**src/rtl/core/cmrt_div.sv**
```systemverilog
// Restoring radix-2 divider for the percent query, one quotient bit per cycle.
`timescale 1ns / 1ps
module cmrt_div (
	input  logic        clk,
	input  logic        arst_n,
	input  logic        start,
	input  logic [13:0] dividend,
	input  logic [6:0]  divisor,
	output logic        done,
	output logic [13:0] quotient
);

	logic        busy_q;
	logic        done_q;
	logic [3:0]  cnt_q;
	logic [6:0]  rem_q;
	logic [6:0]  den_q;
	logic [13:0] quo_q;
	logic [7:0]  trial;
	logic        qbit;

	assign trial = {rem_q, quo_q[13]};
	assign qbit  = (trial >= {1'b0, den_q});

	always_ff @(posedge clk or negedge arst_n) begin
		if (!arst_n) begin
			busy_q <= 1'b0;
			done_q <= 1'b0;
			cnt_q  <= '0;
		end else begin
			done_q <= 1'b0;
			if (start) begin
				busy_q <= 1'b1;
				cnt_q  <= '0;
			end else if (busy_q) begin
				cnt_q <= cnt_q + 4'd1;
				if (cnt_q == 4'd13) begin
					busy_q <= 1'b0;
					done_q <= 1'b1;
				end
			end
		end
	end

	always_ff @(posedge clk) begin
		if (start) begin
			rem_q <= '0;
			den_q <= divisor;
			quo_q <= dividend;
		end else if (busy_q) begin
			rem_q <= qbit ? 7'(trial - {1'b0, den_q}) : trial[6:0];
			quo_q <= {quo_q[12:0], qbit};
		end
	end

	assign done     = done_q;
	assign quotient = quo_q;

endmodule

```
**config.mk**
```make
export PLATFORM = sky130hd
export DESIGN_NAME = cmrt_div
export DESIGN_NICKNAME = d
export VERILOG_FILES = /design/src/rtl/core/cmrt_div.sv
export SDC_FILE = /design/constraint.sdc
export NUM_CORES = 1
export LEC_CHECK = 0
export BUFFER_PORTS_ARGS = -buffer_cell sky130_fd_sc_hd__buf_2
export CAP_MARGIN = 20
export CORE_MARGIN = 2
export CORE_UTILIZATION = 54
export DETAILED_ROUTE_END_ITERATION = 12
export GPL_TIMING_DRIVEN = 0
export PLACE_DENSITY = 0.79
export SLEW_MARGIN = 20
export SYNTH_ARGS = -nofsm -noshare
export SYNTH_HDL_FRONTEND = slang
export SYNTH_SLANG_ARGS = --single-unit
```
**constraint.sdc**
```tcl
create_clock -name clk -period 2.37 [get_ports clk]
set_clock_uncertainty 0.2 [all_clocks]
set_input_delay 0.474 -clock clk [delete_from_list [all_inputs] [get_ports clk]]
set_output_delay 0.474 -clock clk [all_outputs]
set_load 0.02 [all_outputs]
```
==> Yosys cells after proc, flatten, opt, wreduce, memory -nomap -nowiden <==
Index checks and enable logic that the tools add are counted.
{ "classes": {"add_sub_neg": 2, "mux": 11, "n_lt_le_gt_ge": 1, "reduce_logical": 1, "n_eq_ne": 1} }
{ "ops": {"columns": ["op", "n"], "rows": [
  ["14-bit two-way mux", 2],
  ["8-bit by 7-bit greater-or-equal comparator with 1-bit output", 1],
  ["4-bit two-way mux", 2],
  ["7-bit two-way mux", 1],
  ["7-bit subtractor", 1],
  ["1-bit two-way mux", 6],
  ["4-bit by 1-bit adder with 4-bit output (second input constant)", 1],
  ["4-bit equality test (second input constant)", 1],
  ["2-bit nonzero test", 1]
]} }
{ "totals": {"word_cells": 22, "regBits": 34} }

==> Depth between registers and ports, before layout <==
{ "logic_depth": {"depth_word": 4, "ltp_mapped": 7, "mapped_depth_nobuf": 7} }

==> Least setup slack after synthesis <==
Ideal clock, no wire load.
{ "synth_path": {"kind": "register to register", "start": "register quo_q[13] (netlist: quotient[13])", "end": "register rem_q[0]", "arrival_ns": 2.081, "setup_time_ns": 0.060, "stages_incl_launch_ff": 8, "period_less_slack_ns": 2.341, "setup_slack_ns": 0.029, "n_path_buf": 0, "cell_sequence": "edfxtp_1 -> inv_1 -> ha_1 -> fa_1 -> nand2b_2 -> a211o_4 -> a311oi_2 -> a311o_1"} }
{ "synth_between": {"elab_chain_len": 2, "elab_cells_between_ends": 3} }
{ "synth_rtl": {"columns": ["item", "line_no", "source"], "rows": [
  ["start: declaration", "18", "logic [13:0] quo_q;"],
  ["start signal: assignment", "49", "quo_q <= dividend;"],
  ["start signal: assignment", "52", "quo_q <= {quo_q[12:0], qbit};"],
  ["7-bit subtractor / 8-bit by 7-bit greater-or-equal comparator with 1-bit output (equally long branches)", "51, 23", null],
  ["7-bit two-way mux (*)", "51", "rem_q <= qbit ? 7'(trial - {1'b0, den_q}) : trial[6:0];"],
  ["end signal: assignment", "51", null],
  ["end: declaration", "16", "logic [6:0] rem_q;"]
]} }
Mark *: on every way between the ends. The rest lies on a longest branch, timed or not.
A chain may end at the register's enable or synchronous reset.

==> Final worst setup path <==
Same ends and word-level chain as after synthesis.

==> metrics.txt <==
Clock power frac 0.153; crit path kind reg -> reg; Worst Tran Pin Value 0.424 ns; Avg Inst Size Synth around 12 um^2; initial antenna violation count 0; Nets 246; P_sw between 800 and 900 uW; largest net degree at the start of global routing 15; fmax ~0.43 GHz; antenna cells 0; synth warn 0; Area Overhead vs Synth 17.5%; Synth async-reset ratio 0.176; Synth Area in Adders 0.0686; multi-input logic area 930 um^2; Tmin final 2.30 ns; R2R cell count 7; worst-path maximum fanout 7; Crit path depth 7; Final HPWL DP around 2.9 mm; clock tree root buffer cell clkbuf_4; GRT Util Overall 0.211; CTS tree yes; routed vias 1,457; die height about 64 um; CP required 2.45 ns; post-synthesis compound-gate area fraction 0.145; Mapped Cells around 170; first-pass GRT wire length 6.67 mm; die width 63.9 um; WHS Path Cells 1; WL final 3.95 mm; synth top area cells edfxtp_1 33%, mux2_2 8.2%, dfrtp_1 7.8%, dfxtp_1 7.2%, ha_1 5.8%; Seq/Total Area, Yosys 0.476; worst r2r src quotient[13]; Post-Syn Nets 199; register bit total from synthesis 34; PwrDens 956 nW/um^2; Synth cell types 49; Routed WL per cell 15.2 um; r2r setup slk roughly 0.070 ns; crit end category flip-flop; endpoints failing setup 0; final hold violations 0; cts bufs inserted 5; Hold Crit Start divisor[1]; Starting Density 0.571; row count 21; post-synthesis mux area share 0.0815; sequential share of power 0.379; max_slew headroom 0.717; I/O pin total 39; placed cell areas around 2200 um^2; Core ar. 3390 um^2; drt via density 5.63; ratio of cells with drive above 1 in the final layout 0.366; switch share 0.379; P_int 1350 uW; R2R Path End rem_q[0]; leading area contributor after synthesis edfxtp_1; TritonCTS Sinks 34; DP Worst Slack -0.0388 ns; H-tree levels 2; Max clock buf depth 2; most common cell in the synthesized netlist edfxtp_1; commonest cells in the netlist 21 x edfxtp_1, 14 x mux2_2, 12 x nor2_1; EDFF count, synth 21; Top FF cell, synth edfxtp_1; slowest stage delay, CP between 0.3 and 0.4 ns; max-cap violations 0; largest family of logic cells by synthesized area simple AND/OR/NAND/NOR gates; final period utilization 0.971; total gr overflow 0; RSZ-0062 raised after global routing no; gpl congestion 0.873; worst min-delay path category in -> reg; post-route cell area 2270 um^2; status finished, final reports clean; I/O Buffers 38; Buf/Inv on CP 1; area of the die 4080 um^2; final worst slack about 0.07 ns; top-area cell type share of the netlist area 0.326; vias in the first global route roughly 1,500; 1st-iter DRT viols 81; Crit-path slowest cell edfxtp_1; Synth Area in XOR/XNOR 0.0226; drt drc 0; worst-path cell chain inv_1 > ha_1 > fa_2 > nand2b_4 > a211o_4 > a311oi_2 > a311o_1; cell family with most CP delay compound AO/OA/AOI/OAI gates; Simple-Gate Fraction of Synth Area 0.155; hold endpoint den_q[1]; Clk Latency, worst-skew pair approximately 0.33 ns; clk slew on worst S/H paths 0.10 ns; Gate power share 0.469; # fillers 240; worst ir drop on vdd 0.502 mV; Worst EP arrival 2.38 ns; 1st-pass router iterations 4; Setup crit start kind flip-flop; Sequential Area 921 um^2; synthesized area 1930 um^2; post-route ant nets 0; Lkg Pwr 0.000974 uW; Final Max Slew Viols 0
-- metrics by stage --
step,setup TNS (ns),std cells,power [uW],hold WS [ns],util
after floorplan,0,165,1570,-0.0216,-
after global placement,0,249,1760,0.0984,0.644
after detailed placement,-0.0388,249,1790,0.101,0.644
after CTS,0,259,2150,0.104,0.670
after global routing,0,259,2310,0.0994,0.671
final,0,259,2170,0.119,0.671
-- power by group through the flow --
stage	Combinational (uW)	Sequential (uW)	Clock [uW]
floorplan	712	860	0
global placement	926	831	0
detailed placement	960	835	0
CTS	995	823	336
global route	1120	837	353
finish	1020	823	331
-- layout by cell type (no fill, tap or decap), types with 5 or more instances in the layout --
cell / instances
clkbuf_4: 5
mux2_2: 14
edfxtp_1: 21
nor3b_1: 7
nor2_1: 12
buf_2: 39
dfrtp_1: 6
inv_1: 11
ha_1: 9
nand2_1: 7
dfxtp_1: 7
-- final cells by class --
type,instances,area share
Buffer,7,0.0253
Clock buffer,8,0.0259
Inverter,11,0.0182
Multi-Input combinational cell,113,0.409
Sequential cell,34,0.405
Tap cell,46,0.0253
Timing Repair Buffer,40,0.0914
-- per-layer routing --
metal	global-route usage	up-vias	part of all wire
met2	0.337	68	0.46
met5	0	-	0
met1	0.263	666	0.43
met4	0.125	0	0.036
li1	-	709	-
met3	0.0423	14	0.076
-- cell families after synthesis --
kind of cell               Yosys count
adders and majority gates           10
xor gates and xnor gates             5
AOI/OAI and AO/OA                   32
DFF                                 34
buffers and inverters               18
muxes                               14
and+or+nand+nor                     52
-- state kept, by name, summed over array words and instances (netlist names) --
name	flops
busy_q	1
quotient	14
cnt_q	4
done	1
den_q	7
rem_q	7
-- timing repair --
action,in CTS,in global routing
setup buffers,1,0
endpoints found under the hold margin,6,0
hold buffers,1,0
pin swaps,1,1
endpoints found under the setup margin,2,6
gates resized for setup,2,1
-- how the worst max path moves through the flow --
stage / start / endpoint / slack (ns)
floorplan: quotient[13] / rem_q[0] / 0.03
global placement: quotient[13] / rem_q[0] / 0.03
detailed placement: quotient[13] / rem_q[0] / -0.04
CTS: quotient[13] / rem_q[0] / 0.01
global route: quotient[13] / rem_q[0] / 0.006
finish: quotient[13] / rem_q[0] / 0.07
No activity file was read; power rests on OpenSTA's default activity.
